**config.mk**
```make
export PLATFORM = sky130hd
export DESIGN_NAME = regex_bracket_set_compiler
export DESIGN_NICKNAME = d
export VERILOG_FILES = /design/src/design/rbsc_pkg.sv /design/src/design/rbsc_front.sv /design/src/design/rbsc_queue.sv /design/src/design/rbsc_back.sv /design/src/design/regex_bracket_set_compiler.sv
export SDC_FILE = /design/constraint.sdc
export NUM_CORES = 1
export LEC_CHECK = 0
export ABC_AREA = 1
export BUFFER_PORTS_ARGS = -buffer_cell sky130_fd_sc_hd__buf_2
export CAP_MARGIN = 20
export CORE_MARGIN = 2
export CORE_UTILIZATION = 30
export DETAILED_ROUTE_END_ITERATION = 6
export GPL_ROUTABILITY_DRIVEN = 0
export GPL_TIMING_DRIVEN = 0
export PLACE_DENSITY_LB_ADDON = 0.1
export SYNTH_ARGS = -nofsm -noshare
export SYNTH_HDL_FRONTEND = slang
export SYNTH_SLANG_ARGS = --single-unit
```
**constraint.sdc**
```tcl
create_clock -name clk -period 12.05 [get_ports clk]
set_input_delay 2.41 -clock clk [delete_from_list [all_inputs] [get_ports clk]]
set_output_delay 2.41 -clock clk [all_outputs]
set_load 0.02 [all_outputs]
```
**src/design/rbsc_pkg.sv**
```systemverilog
// Shared types, codes and class masks for the bracket set compiler.
package rbsc_pkg;

  localparam int COUNT_W = 10;
  localparam int STATUS_W = 3;
  localparam logic [COUNT_W-1:0] COUNT_MAX = 10'h3FF;

  localparam logic [STATUS_W-1:0] ST_BRACKET = 3'd0;
  localparam logic [STATUS_W-1:0] ST_NUL     = 3'd1;
  localparam logic [STATUS_W-1:0] ST_DESCEND = 3'd2;
  localparam logic [STATUS_W-1:0] ST_BAD_HEX = 3'd3;
  localparam logic [STATUS_W-1:0] ST_ESC_END = 3'd4;

  // {codes 64..127, codes 0..63}
  localparam logic [127:0] DIGIT_MASK = {64'h0, 64'h03FF_0000_0000_0000};
  localparam logic [127:0] SPACE_MASK = {64'h0, 64'h0000_0001_0000_3E00};
  localparam logic [127:0] WORD_MASK  = {64'h07FF_FFFE_87FF_FFFE, 64'h03FF_0000_0000_0000};

  typedef enum logic [1:0] {
    OP_NONE  = 2'd0,
    OP_SPAN  = 2'd1,
    OP_CLASS = 2'd2
  } op_t;

  typedef enum logic [1:0] {
    CLS_DIGIT = 2'd0,
    CLS_SPACE = 2'd1,
    CLS_WORD  = 2'd2
  } class_t;

  typedef struct packed {
    logic [7:0] pattern_byte;
    logic       begins_set;
    logic       negate;
  } pat_t;

  typedef struct packed {
    logic [63:0]         member_bits_low;
    logic [63:0]         member_bits_high;
    logic [COUNT_W-1:0]  bytes_used;
    logic [STATUS_W-1:0] status;
  } res_t;

  // one bitmap update, optionally ending the set
  typedef struct packed {
    logic                begins;
    logic                negated;
    op_t                 op;
    logic [8:0]          first;
    logic [7:0]          last;
    class_t              cls;
    logic                complement;
    logic                finish;
    logic [STATUS_W-1:0] status;
    logic [COUNT_W-1:0]  count;
  } cmd_t;

endpackage

```
**src/design/rbsc_front.sv**
```systemverilog
// Byte parser: tracks escapes, dashes and ranges and issues bitmap commands.
module rbsc_front (
  input  logic           clk,
  input  logic           rst,
  input  logic           pat_valid,
  input  rbsc_pkg::pat_t pat,
  input  logic           queue_full,
  output logic           pat_stall,
  output logic           push,
  output rbsc_pkg::cmd_t cmd
);
  import rbsc_pkg::*;

  localparam logic [7:0] CH_NUL   = 8'h00;
  localparam logic [7:0] CH_CLOSE = 8'h5D;
  localparam logic [7:0] CH_BSL   = 8'h5C;
  localparam logic [7:0] CH_DASH  = 8'h2D;

  localparam logic [1:0] PK_NONE    = 2'd0;
  localparam logic [1:0] PK_LITERAL = 2'd1;
  localparam logic [1:0] PK_OTHER   = 2'd2;

  typedef enum logic [3:0] {
    ESC_NONE  = 4'b0001,
    ESC_START = 4'b0010,
    ESC_HEX1  = 4'b0100,
    ESC_HEX2  = 4'b1000
  } esc_t;

  esc_t               escape_phase, escape_phase_next;
  logic               dash_pending, dash_pending_next;
  logic [1:0]         previous_kind, previous_kind_next;
  logic [7:0]         previous_char, previous_char_next;
  logic [3:0]         hex_high_nibble, hex_high_nibble_next;
  logic               negated, negated_next;
  logic [COUNT_W-1:0] byte_count, byte_count_next;
  logic               finished, finished_next;
  logic               accept;

  function automatic logic [4:0] hex_value(input logic [7:0] c);
    logic [4:0] r;
    r = 5'h00;
    if (c >= 8'h30 && c <= 8'h39) r = {1'b1, 4'(c - 8'h30)};
    else if (c >= 8'h61 && c <= 8'h66) r = {1'b1, 4'(c - 8'h57)};
    else if (c >= 8'h41 && c <= 8'h46) r = {1'b1, 4'(c - 8'h37)};
    return r;
  endfunction

  assign pat_stall = queue_full;
  assign accept = pat_valid && !queue_full;

  always_comb begin
    logic [7:0] b;
    logic [4:0] hv;
    logic       hit;
    esc_t       ph;
    logic       dp;
    logic [1:0] pk;
    logic [7:0] pc;
    logic       ng;
    logic [COUNT_W-1:0] cnt;

    b = pat.pattern_byte;
    hv = 5'h00;
    hit = 1'b0;
    if (pat.begins_set) begin
      ph = ESC_NONE;
      dp = 1'b0;
      pk = PK_NONE;
      pc = 8'h00;
      ng = pat.negate;
      cnt = '0;
    end else begin
      ph = escape_phase;
      dp = dash_pending;
      pk = previous_kind;
      pc = previous_char;
      ng = negated;
      cnt = byte_count;
    end

    escape_phase_next = ph;
    dash_pending_next = dp;
    previous_kind_next = pk;
    previous_char_next = pc;
    hex_high_nibble_next = pat.begins_set ? 4'h0 : hex_high_nibble;
    negated_next = ng;
    byte_count_next = cnt;
    finished_next = pat.begins_set ? 1'b0 : finished;

    cmd.begins = pat.begins_set;
    cmd.negated = ng;
    cmd.op = OP_NONE;
    cmd.first = {1'b0, b};
    cmd.last = b;
    cmd.cls = CLS_DIGIT;
    cmd.complement = 1'b0;
    cmd.finish = 1'b0;
    cmd.status = ST_BRACKET;
    cmd.count = cnt;

    unique case (ph)
      ESC_START: begin
        escape_phase_next = ESC_NONE;
        case (b) inside
          CH_NUL: begin
            hit = 1'b1;
            cmd.status = ST_ESC_END;
          end
          8'h78: escape_phase_next = ESC_HEX1;
          8'h64, 8'h44, 8'h73, 8'h53, 8'h77, 8'h57: begin
            previous_kind_next = PK_OTHER;
            cmd.op = ng ? OP_NONE : OP_CLASS;
            cmd.complement = (b == 8'h44) || (b == 8'h53) || (b == 8'h57);
            if (b == 8'h64 || b == 8'h44) cmd.cls = CLS_DIGIT;
            else if (b == 8'h73 || b == 8'h53) cmd.cls = CLS_SPACE;
            else cmd.cls = CLS_WORD;
          end
          8'h42, 8'h3C, 8'h3E, 8'h41, 8'h5A, [8'h31:8'h39]:
            previous_kind_next = PK_OTHER;
          default: begin
            logic [7:0] v;
            case (b) inside
              8'h6E: v = 8'd10;
              8'h72: v = 8'd13;
              8'h74: v = 8'd9;
              8'h30: v = 8'd0;
              8'h76: v = 8'd11;
              8'h66: v = 8'd12;
              8'h61: v = 8'd7;
              8'h62: v = 8'd8;
              default: v = b;
            endcase
            cmd.op = OP_SPAN;
            cmd.first = {1'b0, v};
            cmd.last = v;
            previous_char_next = v;
            previous_kind_next = PK_LITERAL;
          end
        endcase
      end
      ESC_HEX1: begin
        hv = hex_value(b);
        if (!hv[4]) begin
          hit = 1'b1;
          cmd.status = ST_BAD_HEX;
        end else begin
          hex_high_nibble_next = hv[3:0];
          escape_phase_next = ESC_HEX2;
        end
      end
      ESC_HEX2: begin
        hv = hex_value(b);
        escape_phase_next = ESC_NONE;
        if (!hv[4] || hex_high_nibble[3]) begin
          hit = 1'b1;
          cmd.status = ST_BAD_HEX;
        end else begin
          cmd.op = OP_SPAN;
          cmd.first = {1'b0, hex_high_nibble, hv[3:0]};
          cmd.last = {hex_high_nibble, hv[3:0]};
          previous_char_next = {hex_high_nibble, hv[3:0]};
          previous_kind_next = PK_LITERAL;
        end
      end
      default: begin
        if (b == CH_CLOSE || b == CH_NUL) begin
          hit = 1'b1;
          cmd.status = (b == CH_NUL) ? ST_NUL : ST_BRACKET;
          if (dp) begin
            cmd.op = OP_SPAN;
            cmd.first = {1'b0, CH_DASH};
            cmd.last = CH_DASH;
          end
        end else if (dp) begin
          dash_pending_next = 1'b0;
          if (pc > b) begin
            hit = 1'b1;
            cmd.status = ST_DESCEND;
          end else begin
            cmd.op = OP_SPAN;
            cmd.first = {1'b0, pc} + 9'd1;
            cmd.last = b;
            previous_kind_next = PK_OTHER;
          end
        end else if (b == CH_BSL) begin
          escape_phase_next = ESC_START;
        end else if (b == CH_DASH) begin
          if (pk == PK_NONE) begin
            cmd.op = OP_SPAN;
            previous_kind_next = PK_OTHER;
          end else if (pk == PK_LITERAL) begin
            dash_pending_next = 1'b1;
          end
        end else begin
          cmd.op = OP_SPAN;
          previous_char_next = b;
          previous_kind_next = PK_LITERAL;
        end
      end
    endcase

    cmd.finish = hit;
    if (hit) begin
      finished_next = 1'b1;
      escape_phase_next = ESC_NONE;
      dash_pending_next = 1'b0;
    end else if (cnt != COUNT_MAX) begin
      byte_count_next = cnt + 1'b1;
    end
  end

  assign push = accept && (pat.begins_set || !finished);

  always_ff @(posedge clk) begin
    if (rst) begin
      escape_phase <= ESC_NONE;
      dash_pending <= 1'b0;
      previous_kind <= PK_NONE;
      previous_char <= 8'h00;
      hex_high_nibble <= 4'h0;
      negated <= 1'b0;
      byte_count <= '0;
      finished <= 1'b1;
    end else if (push) begin
      escape_phase <= escape_phase_next;
      dash_pending <= dash_pending_next;
      previous_kind <= previous_kind_next;
      previous_char <= previous_char_next;
      hex_high_nibble <= hex_high_nibble_next;
      negated <= negated_next;
      byte_count <= byte_count_next;
      finished <= finished_next;
    end
  end

endmodule

```
**src/design/rbsc_queue.sv**
```systemverilog
// Two-entry command queue between parser and bitmap stage.
module rbsc_queue (
  input  logic           clk,
  input  logic           rst,
  input  logic           push,
  input  rbsc_pkg::cmd_t push_cmd,
  input  logic           pop,
  output logic           full,
  output logic           filled,
  output rbsc_pkg::cmd_t head
);
  import rbsc_pkg::*;

  cmd_t       slots [2];
  logic       wr_ptr;
  logic       rd_ptr;
  logic [1:0] fill;

  assign full = (fill == 2'd2);
  assign filled = (fill != 2'd0);
  assign head = slots[rd_ptr];

  always_ff @(posedge clk) begin
    if (push) slots[wr_ptr] <= push_cmd;
  end

  always_ff @(posedge clk) begin
    if (rst) begin
      wr_ptr <= 1'b0;
      rd_ptr <= 1'b0;
      fill <= 2'd0;
    end else begin
      if (push) wr_ptr <= !wr_ptr;
      if (pop) rd_ptr <= !rd_ptr;
      if (push && !pop) fill <= fill + 2'd1;
      else if (pop && !push) fill <= fill - 2'd1;
    end
  end

endmodule

```
**src/design/rbsc_back.sv**
```systemverilog
// Bitmap stage: applies span and class updates and holds the result register.
module rbsc_back (
  input  logic           clk,
  input  logic           rst,
  input  logic           cmd_valid,
  input  rbsc_pkg::cmd_t cmd,
  output logic           pop,
  output logic           res_valid,
  input  logic           res_stall,
  output rbsc_pkg::res_t res
);
  import rbsc_pkg::*;

  logic [127:0] bitmap, bitmap_next;

  assign pop = cmd_valid && !(res_valid && res_stall);

  always_comb begin
    logic [127:0] base;
    logic [127:0] span;
    logic [127:0] cm;
    base = cmd.begins ? {128{cmd.negated}} : bitmap;
    for (int j = 0; j < 128; j++) begin
      span[j] = (9'(j) >= cmd.first) && (8'(j) <= cmd.last);
    end
    case (cmd.cls)
      CLS_SPACE: cm = SPACE_MASK;
      CLS_WORD:  cm = WORD_MASK;
      default:   cm = DIGIT_MASK;
    endcase
    if (cmd.complement) cm = ~cm;
    case (cmd.op)
      OP_SPAN:  bitmap_next = cmd.negated ? (base & ~span) : (base | span);
      OP_CLASS: bitmap_next = base | cm;
      default:  bitmap_next = base;
    endcase
  end

  always_ff @(posedge clk) begin
    if (rst) begin
      bitmap <= '0;
    end else if (pop) begin
      bitmap <= bitmap_next;
    end
  end

  always_ff @(posedge clk) begin
    if (pop && cmd.finish) begin
      res.member_bits_low <= bitmap_next[63:0];
      res.member_bits_high <= bitmap_next[127:64];
      res.bytes_used <= cmd.count;
      res.status <= cmd.status;
    end
  end

  always_ff @(posedge clk) begin
    if (rst) begin
      res_valid <= 1'b0;
    end else if (pop && cmd.finish) begin
      res_valid <= 1'b1;
    end else if (!res_stall) begin
      res_valid <= 1'b0;
    end
  end

endmodule

```
**src/design/regex_bracket_set_compiler.sv**
```systemverilog
// Top level of the regex bracket set compiler.
// Takes one bracket-body byte per cycle while pat_stall is low and, on the byte that
// ends the set, returns the 128-bit ASCII membership bitmap, the body byte count and
// a status. The parser issues one command per byte of an open set into a two-entry
// queue. Bytes that arrive after a set has ended are taken and dropped. The bitmap
// stage retires one command per cycle while no result is stalled, so the sustained
// rate is one byte per cycle. The ending byte's command passes through a queue slot
// and then the result register before res_valid rises. While a result is stalled
// the bitmap stage holds. Once two commands are waiting in the queue, pat_stall rises.
module regex_bracket_set_compiler (
  input  logic           clk,
  input  logic           rst,
  input  logic           pat_valid,
  output logic           pat_stall,
  input  rbsc_pkg::pat_t pat,
  output logic           res_valid,
  input  logic           res_stall,
  output rbsc_pkg::res_t res
);
  import rbsc_pkg::*;

  logic push, pop, full, filled;
  cmd_t push_cmd, head;

  rbsc_front u_front (
    .clk        (clk),
    .rst        (rst),
    .pat_valid  (pat_valid),
    .pat        (pat),
    .queue_full (full),
    .pat_stall  (pat_stall),
    .push       (push),
    .cmd        (push_cmd)
  );

  rbsc_queue u_queue (
    .clk      (clk),
    .rst      (rst),
    .push     (push),
    .push_cmd (push_cmd),
    .pop      (pop),
    .full     (full),
    .filled   (filled),
    .head     (head)
  );

  rbsc_back u_back (
    .clk       (clk),
    .rst       (rst),
    .cmd_valid (filled),
    .cmd       (head),
    .pop       (pop),
    .res_valid (res_valid),
    .res_stall (res_stall),
    .res       (res)
  );

endmodule
```
==> summary.md <==
| Metric | Value |
|---|---|
| Clock transition at path regs | 60 ps |
| GR Util All Layers | 28.8% |
| Critical Path AT | 5970 ps |
| Netlist Area Pre-Place | 0.0243 mm^2 |
| Main area contributors after synthesis | edfxtp_1 27%, dfxtp_1 14%, nand2_1 13% |
| Status | finished, final reports clean |
| Cell accounting for the most synthesized area | edfxtp_1 |
| TritonCTS buffer count | 48 |
| Row count | 104 |
| # fillers | 8793 |
| P&R area growth vs syn | 16.4% |
| CP Capture Type | flop |
| Slew @ Worst Pin | 1280 ps |
| Max-Cap Viols | 0 |
| Multi-input gate area | 0.0118 mm^2 |
| Hold Buf Count CTS | 0 |
| Worst-Skew Late Latency | 640 ps |
| Hold Violations, Final | 0 |
| Die Wd | 289 um |
| Post-placement cell area | 0.0267 mm^2 |
| I/O Pins | 157 |
| Initial antenna violation count | 2 |
| Power per cell area | 314 mW/mm^2 |
| Min-Delay Startpoint | u_front.negated$_SDFFE_PP0P_ |
| Port bufs | 154 |
| Reg-to-reg endpoint | u_back.res[77]$_DFFE_PP_ |
| Asr flop ratio synth | 0% |
| Hold crit path type | reg2reg |
| CP endpoint | u_queue.slots[0][25]$_DFFE_PP_ |
| Leakage power | 12.4 nW |
| Root Buffer | clkbuf_16 |
| Global-route wire length before repair | 173 mm |
| CP Data Required Time | 12380 ps |
| Peak VDD IR | 0.133 mV |
| Pin count of the biggest net entering global routing | 31 |
| Postcts setup bufs | 0 |
| Post-layout nets | 3789 |
| Drt pass-1 iters | 6 |
| Worst-case reg-to-reg path depth | 14 |
| Kind of critical path | in2reg |
| Power, Total | 8.89 mW |
| Reg2Reg Setup Slack | 7690 ps |
| Final wirelength | 122 mm |
| Warnings, synthesis | 0 |
| Detailed-route DRC error count | 0 |
| Ratio of cells with drive above 1 in the final layout | 10.6% |
| Sequential area share after synthesis | 40.4% |
| Synth cell types | 50 |
| DPL Wire Length | 92.9 mm |
| Mean post-synth cell area | 6.87 um^2 |
| Worst-path maximum fanout | 10 |
| FMAX | 177 MHz |
| Clock Skew | 35.9 ps |
| Starting Density | 30.2% |
| CTS sink count | 382 |
| Synth Register Bits | 382 |
| Syn Nets | 3572 |
| Clock H-tree levels | 2 |
| Routed Antenna Nets | 0 |
| Startpoint Class | primary input |
| Total grt overflow | 0 |
| Via density | 5.42 |
| Final setup viols | 0 |
| Initial drt markers | 3334 |
| Pins Over Slew Limit | 0 |
| Relative slew slack | 14.9% |
| FF+latch area | 0.00982 mm^2 |
| Area fraction of the dominant cell type after synthesis | 26.8% |
| Cell area after layout | 0.0283 mm^2 |
| Core area | 0.0804 mm^2 |
| Main synth FF type | edfxtp_1 |
| Minimum clock period | 5640 ps |
| Post-synth EDFFs | 217 |
| Fin crit share | 46.8% |
| Via count | 26323 |
| RSZ-0062 raised after global routing | false |
| PostCTS Resize Cnt | 0 |
| Die Y | 289 um |
| Max Root-Sink Buffers | 3 |
| CP startpoint | pat[1] |
| Post-DR wirelength/cell | 25.2 um |
| Post-synthesis cell count | 3541 |
| CTS tree | built |
| Die area | 0.0834 mm^2 |
| Number of global-route vias before repair | 24370 |
## metrics by stage
step	utilization (%)	setup TNS, ps	cells	setup WS, ps	hold slack (ps)
after CTS	35.2	0	4858	6430	453
final	35.2	0	4859	6410	449
after floorplan	-	0	3541	1310	424
after global placement	32.8	-597580	4755	-4250	441
after detailed placement	33.2	0	4768	5780	443
after global routing	35.2	0	4859	6140	484
## area by class of cell
class	count	area share, %
inverters	495	6.56
clock buffers	56	4.42
repair buffers	167	3.61
flip-flops and latches	382	34.7
plain buffers	206	3.20
clock inverters	34	1.27
multi-input cells	2458	41.6
diodes	1	0.00884
well taps	1060	4.69
## critical path: stages
cell and delay, ps:
buf_2 140, buf_2 280, clkbuf_1 520, buf_1 590, nor2_1 240, ha_1 350
a21oi_1 60, o21ai_0 170, nand2_1 80, o211ai_1 170, nand2_1 120, nand2_1 320
nand2_1 160, o211ai_1 180, nand4_1 160
## kinds of logic (layout without fill, tap and decap cells)
kind of cell / after synthesis / count (layout) / share of synthesized area [%]
AO/OA/AOI/OAI: 1035 / 1035 / 22.7
XOR/XNOR: 12 / 12 / 0.540
adder cells (fa/ha/maj): 17 / 17 / 0.875
buffers and inverters: 701 / 958 / 11.4
flip-flops: 382 / 382 / 40.4
other: 0 / 1 / 0
AND/OR/NAND/NOR: 1394 / 1394 / 24.2
## per-layer routing
layer / GRT usage (%) / up-vias / part of all wire (%)
met5: 0 / - / 0
met2: 44.4 / 1506 / 43
li1: - / 12189 / -
met1: 36.4 / 12229 / 40
met4: 16.0 / 0 / 6.8
met3: 7.79 / 399 / 10
## power breakdown
part	leakage, nW	internal (mW)	switching [mW]
clock	0.791	0.846	0.637
combinational	8.26	1.27	4.06
sequential	3.39	1.92	0.152
total	12.4	4.04	4.85
## synth_stat cells, types with 15 or more instances
cell type	n
nand3_1	214
inv_2	29
nand4_1	21
nor3_1	33
inv_1	464
o211ai_1	80
buf_1	22
nor2_2	15
a21oi_1	356
nand2_1	862
ha_1	17
nor2_1	187
dfxtp_1	165
o21ai_1	171
nand2_2	16
buf_2	34
edfxtp_1	217
clkbuf_1	134
o21ai_0	390
## state kept, by name, indices dropped and copies added, names as in the netlist, 2 cells and up, named ones only
register	cells
u_back.bitmap	128
u_back.res	141
u_front.byte_count	10
u_front.escape_phase	4
u_front.hex_high_nibble	4
u_front.previous_char	8
u_front.previous_kind	2
u_queue.fill	2
u_queue.slots	76
## how the worst min path moves through the flow
stage          slack, ps  cells after the start                      endpoint
2_1_floorplan        420                      2  u_front.negated$_SDFFE_PP0P_
4_1_cts              450                      2  u_front.negated$_SDFFE_PP0P_
5_1_grt              480                      1   u_queue.rd_ptr$_SDFFE_PP0P_
6_report             450                      2  u_front.negated$_SDFFE_PP0P_
3_3_place_gp         440                      2  u_front.negated$_SDFFE_PP0P_
3_5_place_dp         440                      2  u_front.negated$_SDFFE_PP0P_
## layout by cell type (no fill, tap or decap), types with 4 or more instances in the layout
cell | synthesis | final
clkbuf_16 | 0 | 48
inv_2 | 29 | 29
nor3_1 | 33 | 33
or2_2 | 13 | 13
clkinv_4 | 0 | 4
nand2_2 | 16 | 16
nor2_4 | 3 | 5
o211ai_1 | 80 | 80
dfxtp_1 | 165 | 165
clkinv_2 | 0 | 13
nor2_1 | 187 | 185
o21ai_0 | 390 | 389
a21oi_1 | 356 | 355
inv_6 | 0 | 4
buf_4 | 8 | 10
nand3b_1 | 4 | 4
ha_1 | 17 | 17
inv_1 | 464 | 464
clkbuf_1 | 134 | 140
nand4_1 | 21 | 21
nand2_4 | 6 | 6
buf_2 | 34 | 188
edfxtp_1 | 217 | 217
o21ai_1 | 171 | 172
a31oi_1 | 5 | 5
bufinv_16 | 0 | 4
buf_12 | 0 | 4
nand2_1 | 862 | 862
o22ai_1 | 5 | 5
clkinv_1 | 2 | 5
and2_1 | 5 | 5
nor2_2 | 15 | 15
buf_16 | 0 | 4
buf_1 | 22 | 22
nand3_1 | 214 | 214
xor2_1 | 10 | 10
o21bai_1 | 6 | 6
buf_6 | 8 | 8
Note: power is estimated with default switching activity, not from simulation.
